File: src/rtl/core/spqc_pkg.sv
`timescale 1ns / 1ps

package spqc_pkg;

  localparam int QUEUE_DEPTH  = 32;
  localparam int SIGNAL_COUNT = 64;
  localparam int RT_FIRST     = 32;
  localparam int KILL_SIGNAL  = 9;
  localparam int STOP_SIGNAL  = 19;

  localparam int CNT_W = $clog2(QUEUE_DEPTH + 1);
  // Standard signals that a dequeue may pick: 1 up to one below the real-time base.
  localparam int STD_N = ((RT_FIRST < SIGNAL_COUNT) ? RT_FIRST : SIGNAL_COUNT) - 1;

  localparam logic [63:0] UNBLOCKABLE =
      (64'd1 << (KILL_SIGNAL - 1)) | (64'd1 << (STOP_SIGNAL - 1));

  typedef enum logic [2:0] {
    CMD_SEND    = 3'd0,
    CMD_DEQUEUE = 3'd1,
    CMD_BLOCK   = 3'd2,
    CMD_UNBLOCK = 3'd3,
    CMD_SETMASK = 3'd4,
    CMD_FLUSH   = 3'd5,
    CMD_QUERY   = 3'd6,
    CMD_BAD     = 3'd7
  } cmd_t;

  typedef enum logic [2:0] {
    ST_OK      = 3'd0,
    ST_INVALID = 3'd1,
    ST_FULL    = 3'd2,
    ST_NONE    = 3'd3,
    ST_BADCMD  = 3'd4
  } status_t;

  typedef struct packed {
    logic [2:0]         cmd;
    logic [6:0]         sig;
    logic signed [7:0]  info_code;
    logic [31:0]        sender_pid;
    logic [31:0]        sender_uid;
    logic signed [31:0] info_status;
    logic [63:0]        mask_in;
  } req_t;

  typedef struct packed {
    logic [2:0]         status;
    logic [6:0]         out_sig;
    logic signed [7:0]  out_code;
    logic [31:0]        out_pid;
    logic [31:0]        out_uid;
    logic signed [31:0] out_status;
    logic               has_pending;
    logic [63:0]        pending_mask;
    logic [63:0]        blocked_mask;
  } rsp_t;

  // One queued real-time record.
  typedef struct packed {
    logic [6:0]         sig;
    logic signed [7:0]  code;
    logic [31:0]        pid;
    logic [31:0]        uid;
    logic signed [31:0] status;
  } rec_t;

  typedef struct packed {
    logic capture;
    logic append;
    logic remove;
  } cell_ctl_t;

endpackage

File: src/rtl/core/spqc_cell.sv
`timescale 1ns / 1ps

module spqc_cell (
  input  logic                     clk,
  input  logic [spqc_pkg::CNT_W-1:0] idx,
  input  logic [spqc_pkg::CNT_W-1:0] count,
  input  logic [63:0]              blocked,
  input  spqc_pkg::cell_ctl_t      ctl,
  input  spqc_pkg::rec_t           new_rec,
  input  spqc_pkg::rec_t           next_rec,
  input  logic                     hit_in,
  input  spqc_pkg::rec_t           sel_in,
  output spqc_pkg::rec_t           rec_out,
  output logic                     hit_out,
  output spqc_pkg::rec_t           sel_out
);
  import spqc_pkg::*;

  rec_t       rec;
  logic       match;
  logic [5:0] bidx;
  logic       first_here;

  assign bidx       = 6'(rec.sig - 7'd1);
  assign first_here = match && !hit_in;
  assign hit_out    = hit_in || match;
  assign sel_out    = first_here ? rec : sel_in;
  assign rec_out    = rec;

  // The match bit is taken when a word is accepted; the state it looks at
  // does not change until that word executes.
  always_ff @(posedge clk) begin
    if (ctl.capture) begin
      match <= (idx < count) && !blocked[bidx];
    end
    if (ctl.append && idx == count) begin
      rec <= new_rec;
    end else if (ctl.remove && hit_out) begin
      rec <= next_rec;
    end
  end

endmodule

File: config.mk
export PLATFORM = sky130hd
export DESIGN_NAME = spqc_cell
export DESIGN_NICKNAME = d
export VERILOG_FILES = /design/src/rtl/core/spqc_pkg.sv /design/src/rtl/core/spqc_cell.sv
export SDC_FILE = /design/constraint.sdc
export NUM_CORES = 1
export LEC_CHECK = 0
export BUFFER_PORTS_ARGS = -buffer_cell sky130_fd_sc_hd__buf_2
export CORE_AREA = 2 2 249 251
export DETAILED_ROUTE_END_ITERATION = 8
export DIE_AREA = 0 0 251 253
export GPL_ROUTABILITY_DRIVEN = 0
export PLACE_DENSITY_LB_ADDON = 0.05
export SYNTH_ARGS = -nofsm -noshare
export SYNTH_HDL_FRONTEND = slang
export SYNTH_SLANG_ARGS = --single-unit
File: constraint.sdc
create_clock -name clk -period 7.54 [get_ports clk]
set_input_delay 1.131 -clock clk [delete_from_list [all_inputs] [get_ports clk]]
set_output_delay 1.131 -clock clk [all_outputs]
set_load 0.005 [all_outputs]
==> reports/qor.json, run 1 <==
{
  "clock_buffers_created_by_tritoncts": 9,
  "post_cts_resize_count": 0,
  "postCtsSetupRepairBufs": 0,
  "layout.cells.most_common_list": "sky130_fd_sc_hd__buf_2 (636), sky130_fd_sc_hd__mux2_2 (224), sky130_fd_sc_hd__edfxtp_1 (112), sky130_fd_sc_hd__mux2i_1 (15), sky130_fd_sc_hd__mux4_2 (11)",
  "path_common_cell": "sky130_fd_sc_hd__buf_2",
  "rsz0062_at_grt": "no",
  "min-delay-path-class": "flip-flop to flip-flop",
  "grt_antenna_before_repair": 27,
  "max_freq_mhz": 269.9,
  "ys_warnings": 0,
  "grt_first_pass_wirelength_um": 48800,
  "core.rowCount": 91,
  "worst_hold_startpoint": "rec_out[109]",
  "fillers": 6835,
  "finalClockSkew_ns": 0.01678,
  "hold-path-cell-count": 3,
  "ys_seq_area_share_pct": 49.05,
  "antenna_left": 0,
  "finalNetCount": 1498,
  "cts-hold-fix-buffers": 0,
  "die_width_um": 251,
  "period_minus_slack_ns": 3.706,
  "detailedRoute.firstIterationViolations": 228,
  "layout_commonest_cell": "sky130_fd_sc_hd__buf_2",
  "static-leakage-power_nw": 4.937,
  "end_kind": "primary output",
  "synthCells": 453,
  "cts_num_sinks": 112,
  "drc_errors": 0,
  "dr_vias": 6487,
  "number_of_optimization_iterations_in_the_first_detailed_route_pass": 4,
  "port_buffers": 636,
  "fin_crit_share_pct": 49.15,
  "grt_start_max_net_pins": 112,
  "max_cap_violation_count": 0,
  "critical-path-max-stage-delay_ns": 0.46,
  "clkTransAtPathRegs_ns": 0.08,
  "cell_area_after_technology_mapping_mm2": 0.006857,
  "crit_path_top_delay_cell": "sky130_fd_sc_hd__buf_12",
  "cts_buffer_depth": 2,
  "rrSetupSlack_ns": 4.65,
  "worstPathRequired_ns": 6.41,
  "vias_per_cell": 3.451,
  "path_cells": "buf_2 > nor2b_4 > buf_12 > mux2_2 > buf_2",
  "setup.worst_path.class": "input port to primary output",
  "power.ir.vdd_worst_uv": 111.3,
  "tightestPinTransition_ns": 0.8820,
  "worst_r2r_startpoint": "rec_out[104]",
  "ios": 637,
  "die_height_um": 253,
  "layout-area-overhead-vs-synth_pct": 64.73,
  "cts_tree": "yes",
  "finalHoldViolCount": 0,
  "run_status": "completed",
  "slew-limit-headroom_pct": 41.20,
  "critical_path_peak_fanout": 111,
  "fin_tns_setup_ns": 0,
  "sequential_cell_area_mm2": 0.003363,
  "syn_avg_cell_area_um2": 15.14,
  "grt_pass1_vias": 6905,
  "area_of_the_placeable_core_mm2": 0.06103,
  "timing.reg2reg.worst_path_depth": 10,
  "critPathArrivalTime_ns": 2.57,
  "capture_point_of_the_worst_reg_to_reg_path": "match",
  "hpwlAfterDp_um": 29520,
  "nets_in_the_synthesized_netlist": 874,
  "start_kind": "input port",
  "drt-total-wl_um": 36590,
  "buffer_cell_driving_the_clock_tree_root": "sky130_fd_sc_hd__clkbuf_16",
  "ys_ff_latch": 112,
  "floorplan.initialDensity_pct": 11.24,
  "post_route_cells_drive_above_1_share_pct": 83.18,
  "multi_input_comb_area_mm2": 0.003353,
  "ctsHtreeMaxLevel": 3,
  "global_route.usage.total_pct": 10.95,
  "power.density_cell_area_mw_per_mm2": 155.3,
  "finalInstanceArea_mm2": 0.01129,
  "finalMaxSlewViolations": 0,
  "clk_latency_ns": 0.39,
  "die_area_mm2": 0.06350,
  "hold-path-endpoint": "match",
  "average_routed_wire_per_standard_cell_um": 19.46,
  "timing.final.setup_violations": 0,
  "preCtsSetupSlack_ns": 3.359,
  "final_critical_path_setup_slack_ns": 3.834,
  "grt.overflow.total": 0,
  "distinct_cell_type_count_of_the_synthesized_netlist": 29,
  "post_dp_cell_area_mm2": 0.01099
}
==> routing by layer <==
metal | vias to the layer above | track usage, % | wire, um | share of wire, %
met1 | 3038 | 10.79 | 12750 | 35
met2 | 322 | 20.54 | 19730 | 54
met3 | 55 | 4.626 | 3288 | 9.0
met4 | 36 | 3.622 | 590 | 1.6
met5 | - | 0 | 233 | 0.64
li1 | 3036 | - | - | -
==> metrics by stage <==
step	cells	power, mW	hold slack (ns)	util (%)
after global routing	1877	1.865	0.9080	18.49
after floorplan	453	0.9902	0.7429	-
after global placement	1856	1.272	0.8402	18.01
final	1880	1.755	0.8459	18.51
after detailed placement	1856	1.265	0.8325	18.01
after CTS	1872	1.823	0.8507	18.47
==> report_power, final <==
part	internal (mW)	switching (mW)	leakage, nW
logic	0.265	0.196	3.73
registers	0.743	0.0340	1.07
clock network	0.231	0.286	0.136
total	1.24	0.516	4.94
==> cells in the mapped netlist, drive strengths merged <==
cell type / n / area (um2)
a21o: 2 / 15.01
a21oi: 8 / 40.04
a22oi: 1 / 12.51
and2: 1 / 6.260
and3: 1 / 6.260
and3b: 1 / 8.760
buf: 7 / 36.28
clkbuf: 23 / 86.33
edfxtp: 112 / 3363
ha: 7 / 87.58
inv: 10 / 37.54
mux2: 224 / 2522
mux2i: 15 / 150.1
mux4: 14 / 326.6
nand2: 6 / 22.52
nand3: 5 / 25.02
nor2: 3 / 11.26
nor2b: 2 / 12.51
nor3: 2 / 10.01
nor3b: 1 / 7.510
o21ai: 2 / 10.01
o21ba: 1 / 10.01
o32ai: 2 / 17.52
or2: 1 / 6.260
xor2: 2 / 25.03
==> worst max-delay path by stage <==
stage | startpoint | endpoint | slack, ns | depth (start not counted)
finish | hit_in | sel_out[39] | 3.83 | 5
floorplan | count[4] | rec_out[0] | 2.34 | 7
detailed placement | count[2] | rec_out[59] | 3.36 | 8
global route | count[2] | rec_out[36] | 3.69 | 8
global placement | count[2] | rec_out[16] | 3.36 | 8
CTS | hit_in | sel_out[39] | 3.82 | 5
==> registers in the layout, indices dropped and copies added, names as in the netlist <==
name	cells
match	1
rec_out	111
==> critical path, delay by kind of cell <==
family | cells | cell delay (ns)
buffers and inverters | 3 | 0.72
multiplexers | 1 | 0.44
AND/OR/NAND/NOR | 1 | 0.12
==> kinds of logic after synthesis <==
logic type,count (synthesis),share of synthesized area [%]
AO/OA/AOI/OAI,16,1.533
XOR/XNOR,2,0.3651
adder cells (fa/ha/maj),7,1.277
buffers and inverters,40,2.336
flip-flops,112,49.05
multiplexers,253,43.74
AND/OR/NAND/NOR,23,1.697
==> final cells by class <==
class | instances | share of cell area, %
antenna | 8 | 0.1772
inverter | 10 | 0.3323
clock buffer | 10 | 2.027
sequential | 112 | 29.78
timing repair buffer | 643 | 28.76
tap | 790 | 8.752
clock inverter | 6 | 0.4874
multi-input combinational | 301 | 29.69
(Power assumes the default switching activity.)
==> run 2: changes to the inputs <==
==> constraint.sdc (replaced) <==
create_clock -name clk -period 3.1 [get_ports clk]
set_input_delay 0.465 -clock clk [delete_from_list [all_inputs] [get_ports clk]]
set_output_delay 0.465 -clock clk [all_outputs]
set_load 0.005 [all_outputs]
==> reports/qor.json, run 2 (synthesis results as in run 1) <==
{
  "start_kind": "flip-flop",
  "buffer_cell_driving_the_clock_tree_root": "sky130_fd_sc_hd__clkbuf_16",
  "layout-area-overhead-vs-synth_pct": 67.19,
  "critPathArrivalTime_ns": 2.69,
  "run_status": "completed",
  "global_route.usage.total_pct": 10.79,
  "static-leakage-power_nw": 5.027,
  "final_critical_path_setup_slack_ns": 0.5558,
  "sequential_cell_area_mm2": 0.003363,
  "setup.worst_path.class": "flip-flop to flip-flop",
  "worstPathRequired_ns": 3.24,
  "cts_num_sinks": 112,
  "fillers": 6795,
  "timing.final.setup_violations": 0,
  "detailedRoute.firstIterationViolations": 186,
  "grt_first_pass_wirelength_um": 48320,
  "dr_vias": 6528,
  "finalClockSkew_ns": 0.01393,
  "die_width_um": 251,
  "grt_pass1_vias": 6961,
  "critical_path_peak_fanout": 15,
  "floorplan.initialDensity_pct": 11.24,
  "clkTransAtPathRegs_ns": 0.08,
  "grt.overflow.total": 0,
  "grt_antenna_before_repair": 20,
  "cts-hold-fix-buffers": 0,
  "die_area_mm2": 0.06350,
  "port_buffers": 636,
  "total_power_mw": 4.309,
  "power.density_cell_area_mw_per_mm2": 375.9,
  "layout_commonest_cell": "sky130_fd_sc_hd__buf_2",
  "layout.cells.most_common_list": "sky130_fd_sc_hd__buf_2 (636), sky130_fd_sc_hd__mux2_2 (224), sky130_fd_sc_hd__edfxtp_1 (112), sky130_fd_sc_hd__mux2i_1 (15), sky130_fd_sc_hd__mux4_2 (11)",
  "max_freq_mhz": 393.0,
  "rsz0062_at_grt": "no",
  "cts_tree": "yes",
  "hpwlAfterDp_um": 29590,
  "finalHoldViolCount": 0,
  "largest_reg_flops": 111,
  "clk_latency_ns": 0.39,
  "drc_errors": 0,
  "layout.cells.non_filler": 1886,
  "drt-total-wl_um": 35760,
  "end_kind": "flip-flop",
  "postCtsSetupRepairBufs": 0,
  "power.ir.vdd_worst_uv": 264.2,
  "finalNetCount": 1509,
  "average_routed_wire_per_standard_cell_um": 18.96,
  "core.rowCount": 91,
  "min-delay-path-class": "input port to flip-flop",
  "post_cts_resize_count": 0,
  "area_of_the_placeable_core_mm2": 0.06103,
  "max_cap_violation_count": 0,
  "grt_start_max_net_pins": 63,
  "die_height_um": 253,
  "antenna_left": 0,
  "vias_per_cell": 3.461,
  "ctsHtreeMaxLevel": 3,
  "fin_crit_share_pct": 82.07,
  "post_route_cells_drive_above_1_share_pct": 83.44,
  "finalHoldWorstSlack_ns": 0.3349,
  "place_inst": 1867,
  "preCtsSetupSlack_ns": 0.5258,
  "finalMaxSlewViolations": 0,
  "cts_buffer_depth": 2,
  "fin_tns_setup_ns": 0,
  "tightestPinTransition_ns": 0.7331,
  "multi_input_comb_area_mm2": 0.003353,
  "slew-limit-headroom_pct": 50.75,
  "clock_buffers_created_by_tritoncts": 9,
  "ios": 637,
  "number_of_optimization_iterations_in_the_first_detailed_route_pass": 4,
  "period_minus_slack_ns": 2.544
}
-- run 2: critical path, cell delays in order (launching register included) --
cell	delay (ns)
sky130_fd_sc_hd__edfxtp_1	0.44
sky130_fd_sc_hd__inv_1	0.08
sky130_fd_sc_hd__ha_1	0.25
sky130_fd_sc_hd__xor2_2	0.14
sky130_fd_sc_hd__buf_4	0.29
sky130_fd_sc_hd__mux2i_1	0.12
sky130_fd_sc_hd__mux4_1	0.53
sky130_fd_sc_hd__a22oi_2	0.19
sky130_fd_sc_hd__nand3_1	0.08
sky130_fd_sc_hd__and3_1	0.16
-- run 2: routing by layer --
layer  up-vias  wire, um  track usage, %
li1       3050         -               -
met1      3053     12860           11.13
met2       339     19050           20.02
met3        56      2917           3.803
met4        30       743           3.980
met5         -       195               0
-- run 2: final cells by class --
type / count / area share, %
repair buffers: 654 / 29.82
inverters: 10 / 0.3274
diodes: 3 / 0.06549
clock inverters: 7 / 0.6112
flip-flops and latches: 112 / 29.34
well taps: 790 / 8.623
clock buffers: 9 / 1.965
multi-input cells: 301 / 29.25
-- run 2: where the power goes --
group / total [mW] / switching [mW] / internal (mW) / leakage [nW]
sequential: 1.89 / 0.0839 / 1.80 / 1.07
clock: 1.27 / 0.696 / 0.573 / 0.147
combinational: 1.15 / 0.481 / 0.670 / 3.81
-- run 2: through the flow --
| step | utilization (%) | area, um2 |
|---|---|---|
| 5_1_grt | 18.78 | 11460 |
| 3_3_place_gp | 18.29 | 11160 |
| 4_1_cts | 18.77 | 11460 |
| 2_1_floorplan | - | 6864 |
| 6_report | 18.78 | 11460 |
| 3_5_place_dp | 18.29 | 11160 |
-- run 2: worst paths after layout --
| path | start | endpoint | slack [ns] | depth (start not counted) |
|---|---|---|---|---|
| worst max-delay path | rec_out[105] | match | 0.56 | 9 |
| worst min-delay path | ctl[2] | match | 0.33 | 1 |
| worst max register to register | rec_out[105] | match | 0.56 | 9 |
| worst min register to register | rec_out[109] | match | 0.89 | 3 |
==> run 3: changes to the inputs <==
==> constraint.sdc (replaced) <==
create_clock -name clk -period 2.06 [get_ports clk]
set_input_delay 0.309 -clock clk [delete_from_list [all_inputs] [get_ports clk]]
set_output_delay 0.309 -clock clk [all_outputs]
set_load 0.005 [all_outputs]
==> reports/qor.json, run 3 (synthesis results as in run 1) <==
{
  "tightestPinTransition_ns": 0.3458,
  "port_buffers": 636,
  "slew-limit-headroom_pct": 76.90,
  "fillers": 6744,
  "core.rowCount": 91,
  "timing.final.setup_violations": 111,
  "worstPathRequired_ns": 1.75,
  "grt_antenna_before_repair": 25,
  "run_status": "finished with violations",
  "critical-path-max-stage-delay_ns": 0.43,
  "die_width_um": 251,
  "max_cap_violation_count": 0,
  "sequential_power_share_pct": 40.2,
  "grt.overflow.total": 0,
  "static-leakage-power_nw": 5.671,
  "clkTransAtPathRegs_ns": 0.09,
  "ctsHtreeMaxLevel": 3,
  "clk_latency_ns": 0.40,
  "clock_buffers_created_by_tritoncts": 9,
  "antenna_left": 0,
  "post-route-util_pct": 20.82,
  "preCtsSetupSlack_ns": -0.2314,
  "finalInstanceArea_mm2": 0.01271,
  "finalMaxSlewViolations": 0,
  "grt_first_pass_wirelength_um": 52260,
  "cts-hold-fix-buffers": 0,
  "end_kind": "primary output",
  "floorplan.initialDensity_pct": 11.24,
  "crit_path_top_delay_cell": "sky130_fd_sc_hd__edfxtp_1",
  "die_height_um": 253,
  "layout-area-overhead-vs-synth_pct": 85.31,
  "finalClockSkew_ns": 0.009094,
  "max_freq_mhz": 445.2,
  "min-delay-path-class": "input port to flip-flop",
  "die_area_mm2": 0.06350,
  "number_of_optimization_iterations_in_the_first_detailed_route_pass": 4,
  "cts_tree": "yes",
  "finalHoldWorstSlack_ns": 0.1476,
  "power.switching_mw": 2.035,
  "period_minus_slack_ns": 2.246,
  "grt_pass1_vias": 7186,
  "rsz0062_at_grt": "yes",
  "average_routed_wire_per_standard_cell_um": 20.04,
  "cts_buffer_depth": 2,
  "critPathArrivalTime_ns": 1.94,
  "power.density_cell_area_mw_per_mm2": 557.5,
  "power_switching_share_pct": 28.73,
  "power.share.combinational_pct": 30.7,
  "path_cells": "nor2b_4 > buf_12 > clkbuf_16 > mux2_2 > buf_2",
  "power_frac_clock_pct": 29.1,
  "post_route_cells_drive_above_1_share_pct": 85.44,
  "fin_crit_share_pct": 109.0,
  "multi_input_comb_area_mm2": 0.003612,
  "area_of_the_placeable_core_mm2": 0.06103,
  "ios": 637,
  "finalNetCount": 1563,
  "start_kind": "flip-flop",
  "post_dp_cell_area_mm2": 0.01167,
  "setup.worst_path.class": "flip-flop to primary output",
  "drt-total-wl_um": 38990,
  "vias_per_cell": 3.483,
  "critical_path_peak_fanout": 11,
  "global_route.usage.total_pct": 11.72,
  "buffer_cell_driving_the_clock_tree_root": "sky130_fd_sc_hd__clkbuf_16",
  "grt_start_max_net_pins": 38,
  "layout_commonest_cell": "sky130_fd_sc_hd__buf_2",
  "power.ir.vdd_worst_uv": 389.0,
  "dr_vias": 6775,
  "violated_checks": "negative setup slack",
  "largest_reg_flops": 111,
  "finalHoldViolCount": 0,
  "cts_num_sinks": 112,
  "detailedRoute.firstIterationViolations": 185,
  "cell_internal_pwr_mw": 5.048,
  "sequential_cell_area_mm2": 0.003363,
  "final_critical_path_setup_slack_ns": -0.1860,
  "drc_errors": 0,
  "hpwlAfterDp_um": 32400,
  "fin_tns_setup_ns": -14.59,
  "layout.cells.most_common_list": "sky130_fd_sc_hd__buf_2 (587), sky130_fd_sc_hd__mux2_2 (173), sky130_fd_sc_hd__edfxtp_1 (112), sky130_fd_sc_hd__buf_6 (58), sky130_fd_sc_hd__mux2_4 (51)"
}
[run 3: cell count changes in the layout (fill, tap and decap cells not counted), sizes merged]
cell	delta
diode	+5
buf	+52
bufinv	+1
inv	-1
clkbuf	+2
[run 3: final cells by class]
cell class / count / area share (%)
timing repair buffer: 708 / 34.17
multi-input combinational: 301 / 28.43
sequential: 112 / 26.47
tap: 790 / 7.779
clock buffer: 9 / 1.773
clock inverter: 7 / 0.7878
inverter: 10 / 0.4333
antenna: 8 / 0.1576
[run 3: worst paths after layout]
check / startpoint / depth (start not counted) / slack, ns / end
hold reg to reg: rec_out[109] / 3 / 0.90 / match
hold / removal: ctl[2] / 1 / 0.15 / match
setup reg to reg: rec_out[104] / 9 / -0.16 / match
setup / recovery: match / 5 / -0.19 / sel_out[49]
[run 3: what timing repair did]
action | 4_1_cts | 5_1_grt
gates resized for setup | 73 | 48
gates cloned | 1 | 2
pin swaps | 0 | 0
buffers inserted | 8 | 1
setup endpoints to repair | 112 | 112
[run 3: metrics by stage]
step	instances	power, mW
4_1_cts	1934	7.214
2_1_floorplan	453	3.643
5_1_grt	1941	7.535
3_5_place_dp	1909	4.817
3_3_place_gp	1909	4.845
6_report	1945	7.083
[run 3: power by group through the flow]
stage          logic, mW  clock network, mW  registers (mW)
2_1_floorplan      0.792                  0            2.85
3_3_place_gp        1.94                  0            2.91
3_5_place_dp        1.91                  0            2.90
4_1_cts             2.11               2.25            2.86
5_1_grt             2.36               2.30            2.87
6_report            2.17               2.06            2.85
[run 3: layer usage]
layer  up-vias  share of wire, %  GRT usage (%)
met5         -              0.54              0
li1       3157                 -              -
met3        52               8.9          5.078
met1      3181                35          11.64
met2       353                54          22.24
met4        32               1.6          2.874
[run 3: worst max-delay path: cells and delay by family, from the launching register on]
kind / cells / cell delay, ns
buffers and inverters: 3 / 0.51
DFF: 1 / 0.43
muxes: 1 / 0.33
and+or+nand+nor: 1 / 0.24
